--- config.mk ---
export PLATFORM = sky130hd
export DESIGN_NAME = dmx512_slot_capture
export DESIGN_NICKNAME = d
export VERILOG_FILES = /design/src/hw/rtl/dmx_pkg.sv /design/src/hw/rtl/dmx_slot_decode.sv /design/src/hw/rtl/dmx512_slot_capture.sv
export SDC_FILE = /design/constraint.sdc
export NUM_CORES = 1
export LEC_CHECK = 0
export BUFFER_PORTS_ARGS = -buffer_cell sky130_fd_sc_hd__buf_4
export CORE_ASPECT_RATIO = 1.4
export CORE_MARGIN = 2
export CORE_UTILIZATION = 30
export DETAILED_ROUTE_END_ITERATION = 10
export GPL_TIMING_DRIVEN = 0
export PLACE_DENSITY = 0.46
export SETUP_SLACK_MARGIN = 0.5
export SYNTH_ARGS = -nofsm -noshare
export SYNTH_HDL_FRONTEND = slang
export SYNTH_SLANG_ARGS = --single-unit
--- constraint.sdc ---
create_clock -name clk -period 6.2 [get_ports clk]
set_input_delay 0.31 -clock clk [delete_from_list [all_inputs] [get_ports clk]]
set_output_delay 0.31 -clock clk [all_outputs]
set_load 0.005 [all_outputs]
--- src/hw/rtl/dmx_pkg.sv ---
// ----------------------------------------------------------------------------
// DMX slot capture package
// Shared request and result types and fixed constants of the slot capture.
// ----------------------------------------------------------------------------
package dmx_pkg;

	// Number of consecutive slots decoded by this device.
	localparam int unsigned SLOT_COUNT = 7;

	// Data byte that marks the null start code after a break.
	localparam logic [7:0] NULL_START_CODE = 8'h00;

	localparam int unsigned BASE_W = 9;
	localparam int unsigned FUNC_W = 3;

	// Reset value of the base address register.
	localparam logic [BASE_W-1:0] BASE_RESET = 9'd1;

	typedef logic [FUNC_W-1:0] dmx_func_t;

	typedef struct packed {
		logic [7:0] data_byte;
		logic       line_break;
	} dmx_in_t;

	typedef struct packed {
		dmx_func_t  slot_function;
		logic [7:0] slot_value;
	} dmx_out_t;

	// Slot decode result passed from the decoder to the top level.
	typedef struct packed {
		logic      hit;
		dmx_func_t slot_function;
	} dmx_match_t;

endpackage

--- src/hw/rtl/dmx_slot_decode.sv ---
// ----------------------------------------------------------------------------
// DMX slot decoder
// Combinational next-state and slot-match logic for one received byte.
// ----------------------------------------------------------------------------
module dmx_slot_decode #(
	parameter int unsigned COUNTER_LIMIT = 1023,
	parameter int unsigned CNT_W         = 10
) (
	input  dmx_pkg::dmx_in_t                 req,
	input  logic [dmx_pkg::BASE_W-1:0]       base_address,
	input  logic [CNT_W-1:0]                 slot_counter,
	input  logic                             frame_valid,
	output logic [CNT_W-1:0]                 next_counter,
	output logic                             next_valid,
	output dmx_pkg::dmx_match_t              match
);
	import dmx_pkg::*;

	logic [CNT_W-1:0] cnt_eff;
	logic             valid_eff;
	logic [CNT_W:0]   diff;

	// A break clears the frame before the same byte is judged.
	assign cnt_eff   = req.line_break ? '0 : slot_counter;
	assign valid_eff = req.line_break ? 1'b0 : frame_valid;

	// Offset of the counter from the base address; a borrow means below base.
	assign diff = {1'b0, cnt_eff} - {1'b0, CNT_W'(base_address)};

	always_comb begin
		match.hit           = 1'b0;
		match.slot_function = diff[FUNC_W-1:0];
		next_counter        = cnt_eff;
		next_valid          = valid_eff;
		if (valid_eff) begin
			match.hit = !diff[CNT_W] && (diff[CNT_W-1:0] < CNT_W'(SLOT_COUNT));
			if (cnt_eff < CNT_W'(COUNTER_LIMIT)) begin
				next_counter = cnt_eff + CNT_W'(1);
			end
		end else if (cnt_eff == '0 && req.data_byte == NULL_START_CODE) begin
			next_valid = 1'b1;
		end
	end

endmodule

--- src/hw/rtl/dmx512_slot_capture.sv ---
// ----------------------------------------------------------------------------
// DMX512 slot capture
// Tracks the slot number of received DMX bytes and reports the bytes that
// fall in this device's seven-slot window together with their function code.
// ----------------------------------------------------------------------------
// Timing: a request is captured in the input register at the edge that accepts
// it, and its result, if any, is then loaded into the output register once that
// register is free. Throughput: one request per cycle; the input side stalls only
// while the input register holds a request that makes a result and the output
// register is full and stalled by the receiver.
// Reset: arst_n clears the counter, frame flag and valid flags at once and
// sets base_address to 1; no clearing pass is needed.
module dmx512_slot_capture #(
	parameter int unsigned COUNTER_LIMIT = 1023
) (
	input  logic                        clk,
	input  logic                        arst_n,
	input  logic                        cfg_wr_en,
	input  logic [dmx_pkg::BASE_W-1:0]  cfg_wr_data,
	input  logic                        in_valid,
	output logic                        in_stall,
	input  dmx_pkg::dmx_in_t            in_data,
	output logic                        out_valid,
	input  logic                        out_stall,
	output dmx_pkg::dmx_out_t           out_data
);
	import dmx_pkg::*;

	// The counter must be able to hold the saturation limit itself.
	localparam int unsigned CNT_W = $clog2(COUNTER_LIMIT + 1);

	logic [BASE_W-1:0] base_q;
	logic [CNT_W-1:0]  counter_q;
	logic              frame_valid_q;

	// Input register: one request waiting to be decoded.
	logic              valid_s1;
	dmx_in_t           req_s1;

	// Output register holding one finished result.
	logic              out_valid_q;
	dmx_out_t          out_q;

	logic [CNT_W-1:0]  next_counter;
	logic              next_valid;
	dmx_match_t        match;
	logic              out_free;
	logic              adv_s1;
	logic              in_accept;

	// The base address must be written only while no request is in flight; the block itself does not enforce this.
	always_ff @(posedge clk or negedge arst_n) begin
		if (!arst_n) begin
			base_q <= BASE_RESET;
		end else if (cfg_wr_en) begin
			base_q <= cfg_wr_data;
		end
	end

	dmx_slot_decode #(
		.COUNTER_LIMIT (COUNTER_LIMIT),
		.CNT_W         (CNT_W)
	) u_decode (
		.req          (req_s1),
		.base_address (base_q),
		.slot_counter (counter_q),
		.frame_valid  (frame_valid_q),
		.next_counter (next_counter),
		.next_valid   (next_valid),
		.match        (match)
	);

	// The output register can take a result when it is empty or being drained.
	// A request that makes no result never waits on the output side.
	assign out_free  = !out_valid_q || !out_stall;
	assign adv_s1    = valid_s1 && (!match.hit || out_free);
	assign in_stall  = valid_s1 && !adv_s1;
	assign in_accept = in_valid && !in_stall;

	always_ff @(posedge clk or negedge arst_n) begin
		if (!arst_n) begin
			valid_s1 <= 1'b0;
		end else if (in_accept) begin
			valid_s1 <= 1'b1;
		end else if (adv_s1) begin
			valid_s1 <= 1'b0;
		end
	end

	always_ff @(posedge clk) begin
		if (in_accept) begin
			req_s1 <= in_data;
		end
	end

	// Frame state moves only when the decoded request leaves the input register,
	// so the next request always sees the state left by the one before it.
	always_ff @(posedge clk or negedge arst_n) begin
		if (!arst_n) begin
			counter_q     <= '0;
			frame_valid_q <= 1'b0;
		end else if (adv_s1) begin
			counter_q     <= next_counter;
			frame_valid_q <= next_valid;
		end
	end

	always_ff @(posedge clk or negedge arst_n) begin
		if (!arst_n) begin
			out_valid_q <= 1'b0;
		end else if (adv_s1 && match.hit) begin
			out_valid_q <= 1'b1;
		end else if (!out_stall) begin
			out_valid_q <= 1'b0;
		end
	end

	always_ff @(posedge clk) begin
		if (adv_s1 && match.hit) begin
			out_q.slot_function <= match.slot_function;
			out_q.slot_value    <= req_s1.data_byte;
		end
	end

	assign out_valid = out_valid_q;
	assign out_data  = out_q;

	// The counter saturates and never passes its limit.
	a_counter_limit: assert property (@(posedge clk) disable iff (!arst_n)
		counter_q <= CNT_W'(COUNTER_LIMIT))
		else $error("slot counter beyond its limit");

	// The frame flag only drops on a decoded break.
	a_valid_fall: assert property (@(posedge clk) disable iff (!arst_n)
		$fell(frame_valid_q) |-> $past(adv_s1 && req_s1.line_break))
		else $error("frame flag cleared without a break");

	// The counter only changes when a request is decoded.
	a_counter_move: assert property (@(posedge clk) disable iff (!arst_n)
		!$stable(counter_q) |-> $past(adv_s1))
		else $error("slot counter moved without a request");

	// The input side stalls only behind a result that cannot be delivered.
	a_stall_cause: assert property (@(posedge clk) disable iff (!arst_n)
		in_stall |-> valid_s1 && match.hit && out_valid_q && out_stall)
		else $error("input stalled without a blocked result");

endmodule
Word-level counts from Yosys, hierarchy flattened
Index checks and enable logic that the tools add are counted.
{"block": "classes", "n_eq_ne": 1, "bitwise_logic": 0, "mux": 11, "shift": 0, "multipliers": 0, "add_sub_neg": 2, "n_lt_le_gt_ge": 2, "reduce_logical": 17, "div": 0}
{"cell": "$mux 10", "count": 3}
{"cell": "$sub 10x9->11", "count": 1}
{"cell": "$add 10x1->10 const B", "count": 1}
{"cell": "$logic_not 10->1", "count": 1}
{"cell": "$lt 10x10->1 const B", "count": 1}
{"cell": "$lt 10x3->1 const B", "count": 1}
{"cell": "$logic_not 8->1", "count": 1}
{"cell": "$mux 1", "count": 8}
{"cell": "$logic_and 1x1->1", "count": 6}
{"cell": "$logic_not 1->1", "count": 6}
{"cell": "$logic_or 1x1->1", "count": 2}
{"cell": "$ne 2x1->1 const B", "count": 1}
{"cell": "$reduce_bool 2->1", "count": 1}
{"block": "word_totals", "word_cells": 42, "romBits": 0, "regBits": 42, "n_memories": 0, "latchBits": 0, "input_bits": 23, "ram_bits": 0, "output_inout_bits": 13}

Depth between registers and ports, before layout
Gate-level depths: netlist of the first run.
{"block": "logic_depth", "ltp_word": 13, "mapped_depth": 16}

By module
From an unflattened synthesis of the first run, not the netlist that was laid out.
{"block": "hier_totals", "cells_unflattened": 252, "area_unflattened_um2": 2607.5}
{"mod": "dmx512_slot_capture", "area_per_inst_um2": 1665.3, "cells_per_inst": 111, "instances": 1}
{"mod": "dmx_slot_decode", "area_per_inst_um2": 942.2, "cells_per_inst": 141, "instances": 1}

Least setup slack after synthesis of the first run
Ideal clock, no wire load.
{"block": "synth_timing", "path_type": "register -> register", "start": "register req_s1[0] (netlist name)", "end": "register out_q, in the netlist out_data[0] (enable)", "t_arrival_ns": 3.372, "path_slack_ns": 2.446, "stages_incl_launch_ff": 12, "synth_period_minus_slack_ns": 3.754, "setup_time_ns": 0.383, "required_ns": 5.817, "path_cell_list": "edfxtp_1 -> buf_2 -> buf_2 -> nor2b_1 -> ha_1 -> nand2b_4 -> a21oi_1 -> a211o_1 -> a2111oi_4 -> nand3_1 -> or4_4 -> a21oi_1"}
{"block": "synth_via", "elab_chain_len": 9}
{"element": "start, declared", "line": "dmx512_slot_capture.sv:38", "text": "dmx_in_t req_s1;"}
{"element": "start signal, assigned", "line": "dmx512_slot_capture.sv:92", "text": "req_s1 <= in_data;"}
{"element": "$mux 10", "line": "dmx_slot_decode.sv:24", "text": "assign cnt_eff = req.line_break ? '0 : slot_counter;"}
{"element": "$sub 10x9->11", "line": "dmx_slot_decode.sv:28", "text": "assign diff = {1'b0, cnt_eff} - {1'b0, CNT_W'(base_address)};"}
{"element": "$lt 10x3->1 or $logic_not 1->1 (tied branches)", "line": "dmx_slot_decode.sv:36", "text": "match.hit = !diff[CNT_W] && (diff[CNT_W-1:0] < CNT_W'(SLOT_COUNT));"}
{"element": "$logic_and 1x1->1", "line": "dmx_slot_decode.sv:36"}
{"element": "$mux 1 (*)", "line": "dmx_slot_decode.sv:35", "text": "if (valid_eff) begin"}
{"element": "$logic_not 1->1", "line": "dmx512_slot_capture.sv:76", "text": "assign adv_s1 = valid_s1 && (!match.hit || out_free);"}
{"element": "$logic_or 1x1->1", "line": "dmx512_slot_capture.sv:76"}
{"element": "$logic_and 1x1->1", "line": "dmx512_slot_capture.sv:76"}
{"element": "$logic_and 1x1->1 (*)", "line": "dmx512_slot_capture.sv:119", "text": "if (adv_s1 && match.hit) begin"}
{"element": "end, declared", "line": "dmx512_slot_capture.sv:42", "text": "dmx_out_t out_q;"}
Mark *: on every way between the ends. The rest lies on a longest branch, timed or not.
A chain may end at the register's enable or synchronous reset.

Final worst setup path of the first run
{"block": "layout_timing", "start": "register req_s1[0] (netlist name)", "end": "register out_q, in the netlist out_data[1] (enable)"}
Same word-level chain as after synthesis.

==> summary.md, run 1 <==
| Metric | Value |
|---|---|
| CP Max Fanout | `11` |
| Commonest cells post-synth | `nand2_1 (25), dfrtp_1 (21), edfxtp_1 (20), inv_1 (20), o21ai_0 (15)` |
| Clock-pin slew on the worst setup and hold paths | `0.06 ns` |
| Initial antenna violation count | `0` |
| Final nets | `328` |
| Area leader, netlist | `edfxtp_1` |
| Total iterations of the first detailed-routing run | `4` |
| Type of the worst setup path | `reg2reg` |
| Clock Skew | `0.00508 ns` |
| Vias | `2029` |
| Tightest Pin Transition | `1.04 ns` |
| Clock Sinks | `42` |
| Remaining antenna violation count | `0` |
| Worst hold path type | `in2reg` |
| Synthesized area | `2530 um^2` |
| Final Cycle Share | `77.2%` |
| Max cap viols | `0` |
| # fillers | `850` |
| H-tree depth | `2` |
| Synth top area share | `23.8%` |
| Vias/cell | `5.09` |
| ANT cells | `0` |
| CTS Root Buffer Type | `clkbuf_16` |
| Setup TNS Final | `0 ns` |
| DR iter-0 viols | `125` |
| Bufs and invs on worst path | `3` |
| Synthesized netlist cell count | `253` |
| Area of the die | `9190 um^2` |
| First-pass GRT wire length | `10.6 mm` |
| Ys async rst share | `52.4%` |
| Status | `completed` |
| Routed WL | `6.47 mm` |
| Top FF cell, synth | `dfrtp_1` |
| Fraction of layout instances using a drive strength above 1 | `22.2%` |
| Pin count of the biggest net entering global routing | `23` |
| Area growth syn-to-layout | `21.7%` |
| Syn avg cell area | `9.99 um^2` |
| Slew HR | `30.9%` |
| DRC viols | `0` |
| Total track usage | `15.4%` |
| Max Freq | `0.209 GHz` |
| Vias in the first global route | `2084` |
| Slowest stage delay, CP | `0.81 ns` |
| Main area contributors after synthesis | `edfxtp_1 (24%), dfrtp_1 (21%), ha_1 (4.0%), nand2_1 (3.7%), inv_1 (3.0%)` |
| Total number of yosys warnings | `0` |
| Leakage | `1.27 nW` |
| Drt wl/cell | `16.2 um` |
| FF-to-FF path depth | `11` |
| Clock insertion delay at the later pin of the skew report | `0.29 ns` |
| # setup viols final | `0` |
| Max Slew Vio Count | `0` |
| Die W | `81.6 um` |
| CP max stage cell | `a21oi_1` |
| Min Tclk post-route | `4.79 ns` |
| Placeable Area | `8200 um^2` |
| CTS Buffer Depth | `2` |
| Sequential share of the synthesized area | `45.6%` |
| Pwr/cell area | `224 nW/um^2` |
| Die height | `113 um` |
| Top-count cell post-synth | `nand2_1` |
| Std cell rows | `39` |
| DP HPWL | `4.89 mm` |
| Post-synth EDFFs | `20` |
| Utilization after layout | `37.5%` |
| Critical Path, Cell by Cell | `buf_2, buf_2, nor2b_1, ha_1, inv_1, a21oi_1, nor4_1, a311oi_1, o211ai_1, or4_4, a21oi_1` |
| Final GP Congestion | `0.867` |
| GRT overflow | `0` |
| Boundary Pins | `36` |
| Cell variety after synth | `59` |
| CP Launch Type | `flop` |
| Hold Crit Depth | `1` |
| RSZ-0062 raised after global routing | `false` |
| Worst setup EP type | `flop` |
| CTS tree | `done` |
| Max IR drop VDD | `159 uV` |
| Post-Syn Nets | `285` |
| Arrival @ worst endpoint | `4.70 ns` |
| Critical path required time | `6.11 ns` |
| Port-buffer cells | `35` |
| Final hold vios | `0` |
| Top delay family on crit path | `compound AO/OA/AOI/OAI gates` |
| Initial Util | `30.8%` |
| CTS buffer count | `5` |
| CP Depth | `11` |
| FF+latch count, synth | `42` |
## flip-flops by register name, summed over array words and instances, names as in the netlist
signal	cells
out_data	11
counter_q	10
frame_valid_q	1
out_valid	1
base_q	9
req_s1	9
valid_s1	1
## path summary, 6_finish.rpt
path | from | end | slack (ns)
min | in_data[5] | req_s1[5]$_DFFE_PP_ | 0.19
max | req_s1[0]$_DFFE_PP_ | out_data[1]$_DFFE_PP_ | 1.41
min in group asynchronous | arst_n | base_q[4]$_DFFE_PN0P_ | 0.45
max reg2reg | req_s1[0]$_DFFE_PP_ | out_data[1]$_DFFE_PP_ | 1.41
min reg2reg | req_s1[4]$_DFFE_PP_ | out_data[3]$_DFFE_PP_ | 0.45
max in group asynchronous | arst_n | base_q[0]$_DFFE_PN1P_ | 5.46
## where the power goes
group	total, W	switching (W)	internal (W)
clock network	0.000269	0.000118	0.000151
logic	0.000104	0.0000592	0.0000447
registers	0.000318	0.00000988	0.000308
## what timing repair did
item                      CTS  global route
hold endpoints to repair   21             0
buffers inserted            0             0
gates resized for setup     0             0
hold buffers                1             0
## layout by cell type, fill, tap and decap left out, types with 5 or more instances in the layout
cell       netlist  final
buf_4            4     39
nand2_1         25     25
dfrtp_1         21     21
inv_1           20     20
edfxtp_1        20     20
o21ai_0         15     15
a21oi_1         12     12
nor2b_1         11     11
nand2b_1        11     11
nor3_1           8      8
ha_1             8      8
buf_2            6      6
nor2_1           6      6
nand4_1          6      6
o211ai_1         5      5
nand3_1          5      5
clkbuf_16        0      5
## layer usage
layer	part of all wire (%)	vias to the layer above	track usage, %
met3	3.2	7	3.38
met2	52	35	26.1
met5	0	-	0
met1	43	977	18.9
met4	2.1	0	5.67
li1	-	1010	-
## cell type report
cell class | count | area [um^2] | share of cell area (%)
Clock inverter | 3 | 23.8 | 0.772
Buffer | 13 | 71.3 | 2.32
Multi-Input combinational cell | 178 | 1230 | 40.0
Timing Repair Buffer | 36 | 273 | 8.86
Tap cell | 102 | 128 | 4.15
Clock buffer | 5 | 125 | 4.07
Inverter | 20 | 75.1 | 2.44
Sequential cell | 42 | 1150 | 37.4
## metrics by stage
stage	area, um^2	std cells	hold slack [ns]	setup slack, ns	total power (W)
floorplan	2530	253	0.0144	2.45	0.000391
global placement	2920	390	0.234	1.39	0.000426
detailed placement	2920	390	0.232	1.37	0.000427
CTS	3080	399	0.187	1.36	0.000700
global route	3080	399	0.185	1.05	0.000724
finish	3080	399	0.191	1.41	0.000690
## logic make-up (layout without fill, tap and decap cells)
group	count (synthesis)	in the layout	synth area share, %
and+or+nand+nor	93	93	20.7
buffers and inverters	33	77	5.79
adders and majority gates	9	9	4.75
muxes	4	4	1.78
xor gates and xnor gates	6	6	2.38
AOI/OAI and AO/OA	66	66	19.0
DFF	42	42	45.6
(Power assumes the default switching activity.)
==> inputs of run 2 (changes only) <==
Settings changed: ABC_AREA from default to 1, PLACE_DENSITY 0.46 to 0.48.
Clock period 6.2 ns to 4.4 ns, I/O delays scaled along.
==> summary.md, run 2 <==
| Metric | Value |
|---|---|
| Worst setup EP type | `primary output` |
| Status | `completed` |
| Max IR drop VDD | `128 uV (-20%)` |
| Fraction of layout instances using a drive strength above 1 | `21.3% (-0.88 points)` |
| Vias in the first global route | `2009 (-3.6%)` |
| Commonest non-fill, non-tap cell in the layout | `nand2_1` |
| Net Sw Frac | `25.6% (-1.5 points)` |
| Min Tclk post-route | `3.51 ns` |
| First-pass GRT wire length | `9.53 mm (-9.8%)` |
| Std cell rows | `38 (-2.6%)` |
| Final nets | `359 (+9.5%)` |
| Area leader, netlist | `edfxtp_1` |
| Syn avg cell area | `8.54 um^2 (-15%)` |
| Boundary Pins | `36 (unchanged)` |
| Seq pwr share | `56.7% (+11 points)` |
| DR iter-0 viols | `49 (-61%)` |
| Max Slew Vio Count | `0 (unchanged)` |
| Final Cycle Share | `79.7%` |
| Initial Util | `31.2% (+0.38 points)` |
| Leakage | `1.42 nW (+12%)` |
| Die height | `111 um (-1.8%)` |
| Setup Buffers After CTS | `0 (unchanged)` |
| Clock power frac | `31.1% (-7.8 points)` |
| Synthesized netlist cell count | `285 (+13%)` |
| Clock-pin slew on the worst setup and hold paths | `0.08 ns (+0.02 ns)` |
| Max cap viols | `0 (unchanged)` |
| Type of the worst setup path | `reg2out` |
| Clock insertion delay at the later pin of the skew report | `0.30 ns (about the same)` |
| CP Max Fanout | `7 (-4)` |
| Pwr/cell area | `266 nW/um^2 (+19%)` |
| Port-buffer cells | `34 (-2.9%)` |
| Die W | `80.1 um (-1.8%)` |
| Final WS setup | `0.895 ns (-0.516 ns)` |
| ANT cells | `0 (unchanged)` |
| Synthesized area | `2430 um^2 (-3.7%)` |
| CP Launch Type | `flop` |
| Area growth syn-to-layout | `19.5%` |
| Logic pwr share | `12.2% (-2.8 points)` |
| Vias | `1959 (-3.4%)` |
| Commonest cells post-synth | `nand2_1 (73), inv_1 (37), nand3_1 (25), nor2_1 (22), dfrtp_1 (21)` |
| Sequential share of the synthesized area | `47.3% (+1.8 points)` |
| Area of the die | `8860 um^2 (-3.6%)` |
| Max Freq | `0.285 GHz` |
| Hold Crit Depth | `1 (unchanged)` |
| Ys async rst share | `52.4% (unchanged)` |
| # setup viols final | `0 (unchanged)` |
| Clock Skew | `0.00917 ns (+0.00410 ns)` |
| H-tree depth | `2 (unchanged)` |
| Most frequent cells in the layout | `nand2_1 (73), inv_1 (37), buf_4 (34), nand3_1 (25)` |
| Worst hold path type | `in2reg` |
| Max reg flops | `11 (unchanged)` |
| Final Instance Count excl. Fillers | `428 (+7.3%)` |
| Switch Pwr | `0.000198 W (+5.9%)` |
| CTS Buffer Depth | `2 (unchanged)` |
| Remaining antenna violation count | `0 (unchanged)` |
| Pin count of the biggest net entering global routing | `23 (unchanged)` |
| DP HPWL | `4.49 mm (-8.1%)` |
| Final GP Congestion | `0.844 (-2.6%)` |
| Clock Sinks | `42 (unchanged)` |
| Post-Syn Nets | `317 (+11%)` |
| DP Worst Slack | `0.627 ns (-0.747 ns)` |
| Tightest Pin Transition | `0.771 ns (-0.267 ns)` |
| # fillers | `847 (-0.35%)` |
| FF+latch count, synth | `42 (unchanged)` |
| Final Power | `0.000774 W (+12%)` |
| Cell variety after synth | `36 (-39%)` |
| CTS Root Buffer Type | `clkbuf_8` |
| Inst Count DP | `419 (+7.4%)` |
| Routed WL | `5.67 mm (-12%)` |
| Hold_ws | `0.0911 ns (-0.0998 ns)` |
| Slew HR | `48.4% (+18 points)` |
| Synth top area share | `24.7% (+0.92 points)` |
| Top-count cell post-synth | `nand2_1` |
| RSZ-0062 raised after global routing | `false` |
| Placeable Area | `7800 um^2 (-4.9%)` |
| Critical path required time | `4.18 ns (-1.93 ns)` |
| Setup TNS Final | `0 ns (unchanged)` |
| Drt wl/cell | `13.2 um (-18%)` |
| Total track usage | `14.1% (-1.3 points)` |
| GRT overflow | `0 (unchanged)` |
| Internal Power | `0.000576 W (+14%)` |
| Vias/cell | `4.58 (-10%)` |
| Arrival @ worst endpoint | `3.29 ns (-1.41 ns)` |
| CTS tree | `done` |
| Post-synth EDFFs | `20 (unchanged)` |
| Final hold vios | `0 (unchanged)` |
| FF-to-FF path depth | `13 (+2)` |
| Total number of yosys warnings | `0 (unchanged)` |
| Initial antenna violation count | `0 (unchanged)` |
| Top FF cell, synth | `dfrtp_1` |
| Total iterations of the first detailed-routing run | `4 (unchanged)` |
| Main area contributors after synthesis | `edfxtp_1 (25%), dfrtp_1 (22%), nand2_1 (11%), inv_1 (5.7%), nand3_1 (5.1%)` |
| CTS buffer count | `5 (unchanged)` |
| DRC viols | `0 (unchanged)` |
==> run 2: changes by cell type after synthesis, sizes merged, moves of 17 or more <==
| cell | delta |
|---|---|
| nand3 | +26 |
| nand2 | +60 |
| nor2 | +17 |
| inv | +19 |
==> run 2: final timing paths <==
path / end / startpoint / slack [ns]
max: in_stall / req_s1[0]$_DFFE_PP_ / 0.89
min: req_s1[6]$_DFFE_PP_ / in_data[6] / 0.09
max reg2reg: out_data[8]$_DFFE_PP_ / req_s1[0]$_DFFE_PP_ / 0.93
min reg2reg: out_data[3]$_DFFE_PP_ / req_s1[4]$_DFFE_PP_ / 0.46
max in group asynchronous: base_q[0]$_DFFE_PN1P_ / arst_n / 3.75
min in group asynchronous: counter_q[4]$_DFFE_PN0P_ / arst_n / 0.36
==> run 2: layout make-up <==
cell class | count | area (um^2) | share of cell area (%)
multi-input cells | 198 | 1100 | 38.0
inverters | 40 | 153 | 5.25
clock inverters | 2 | 10.0 | 0.344
clock buffers | 6 | 72.6 | 2.49
plain buffers | 5 | 27.5 | 0.946
flip-flops and latches | 42 | 1150 | 39.6
repair buffers | 35 | 265 | 9.11
well taps | 100 | 125 | 4.30
==> run 2: power by group through the flow <==
stage          sequential [W]  combinational (W)  clock [W]
2_1_floorplan        0.000445          0.0000601          0
3_3_place_gp         0.000447          0.0000940          0
3_5_place_dp         0.000448          0.0000953          0
4_1_cts              0.000439          0.0000962   0.000257
5_1_grt              0.000441           0.000108   0.000275
6_report             0.000439          0.0000946   0.000240
==> run 2: layer usage <==
metal / track usage [%] / wire length [um] / vias to the layer above
li1: - / - / 1011
met1: 15.8 / 2360 / 905
met2: 25.4 / 3020 / 37
met3: 2.61 / 172 / 6
met4: 5.88 / 109 / 0
met5: 0 / 0 / -
==> run 2: critical path, stage by stage, from the launching register on <==
cell and delay (ns):
edfxtp_1 0.54, nor2_1 0.36, inv_1 0.16, ha_1 0.20
inv_1 0.08, fa_1 0.43, nand2_1 0.08, nand3b_1 0.11
nand3_1 0.08, nor2_1 0.12, nand3_2 0.13, nor3_1 0.16
nand3_1 0.16, nor3_1 0.21, buf_4 0.15
==> run 2: logic make-up (layout without fill, tap and decap cells) <==
| logic type | Yosys count | after routing | share of synthesized area, % |
|---|---|---|---|
| simple gates | 158 | 158 | 32.2 |
| mux | 1 | 1 | 0.462 |
| xor+xnor | 7 | 7 | 2.52 |
| buf+inv | 45 | 88 | 7.40 |
| flops | 42 | 42 | 47.3 |
| fa+ha+maj | 9 | 9 | 4.93 |
| compound gates | 23 | 23 | 5.14 |
==> run 2: timing repair <==
action | 4_1_cts | 5_1_grt
hold buffers | 1 | 0
endpoints found under the hold margin | 21 | 0
endpoints found under the setup margin | 0 | 11
gates resized for setup | 0 | 1
==> run 2: through the flow <==
stage	util, %	instance area, um^2
final	37.3	2910
after floorplan	-	2430
after detailed placement	36.1	2820
after global placement	36.1	2820
after global routing	37.3	2910
after CTS	37.3	2910
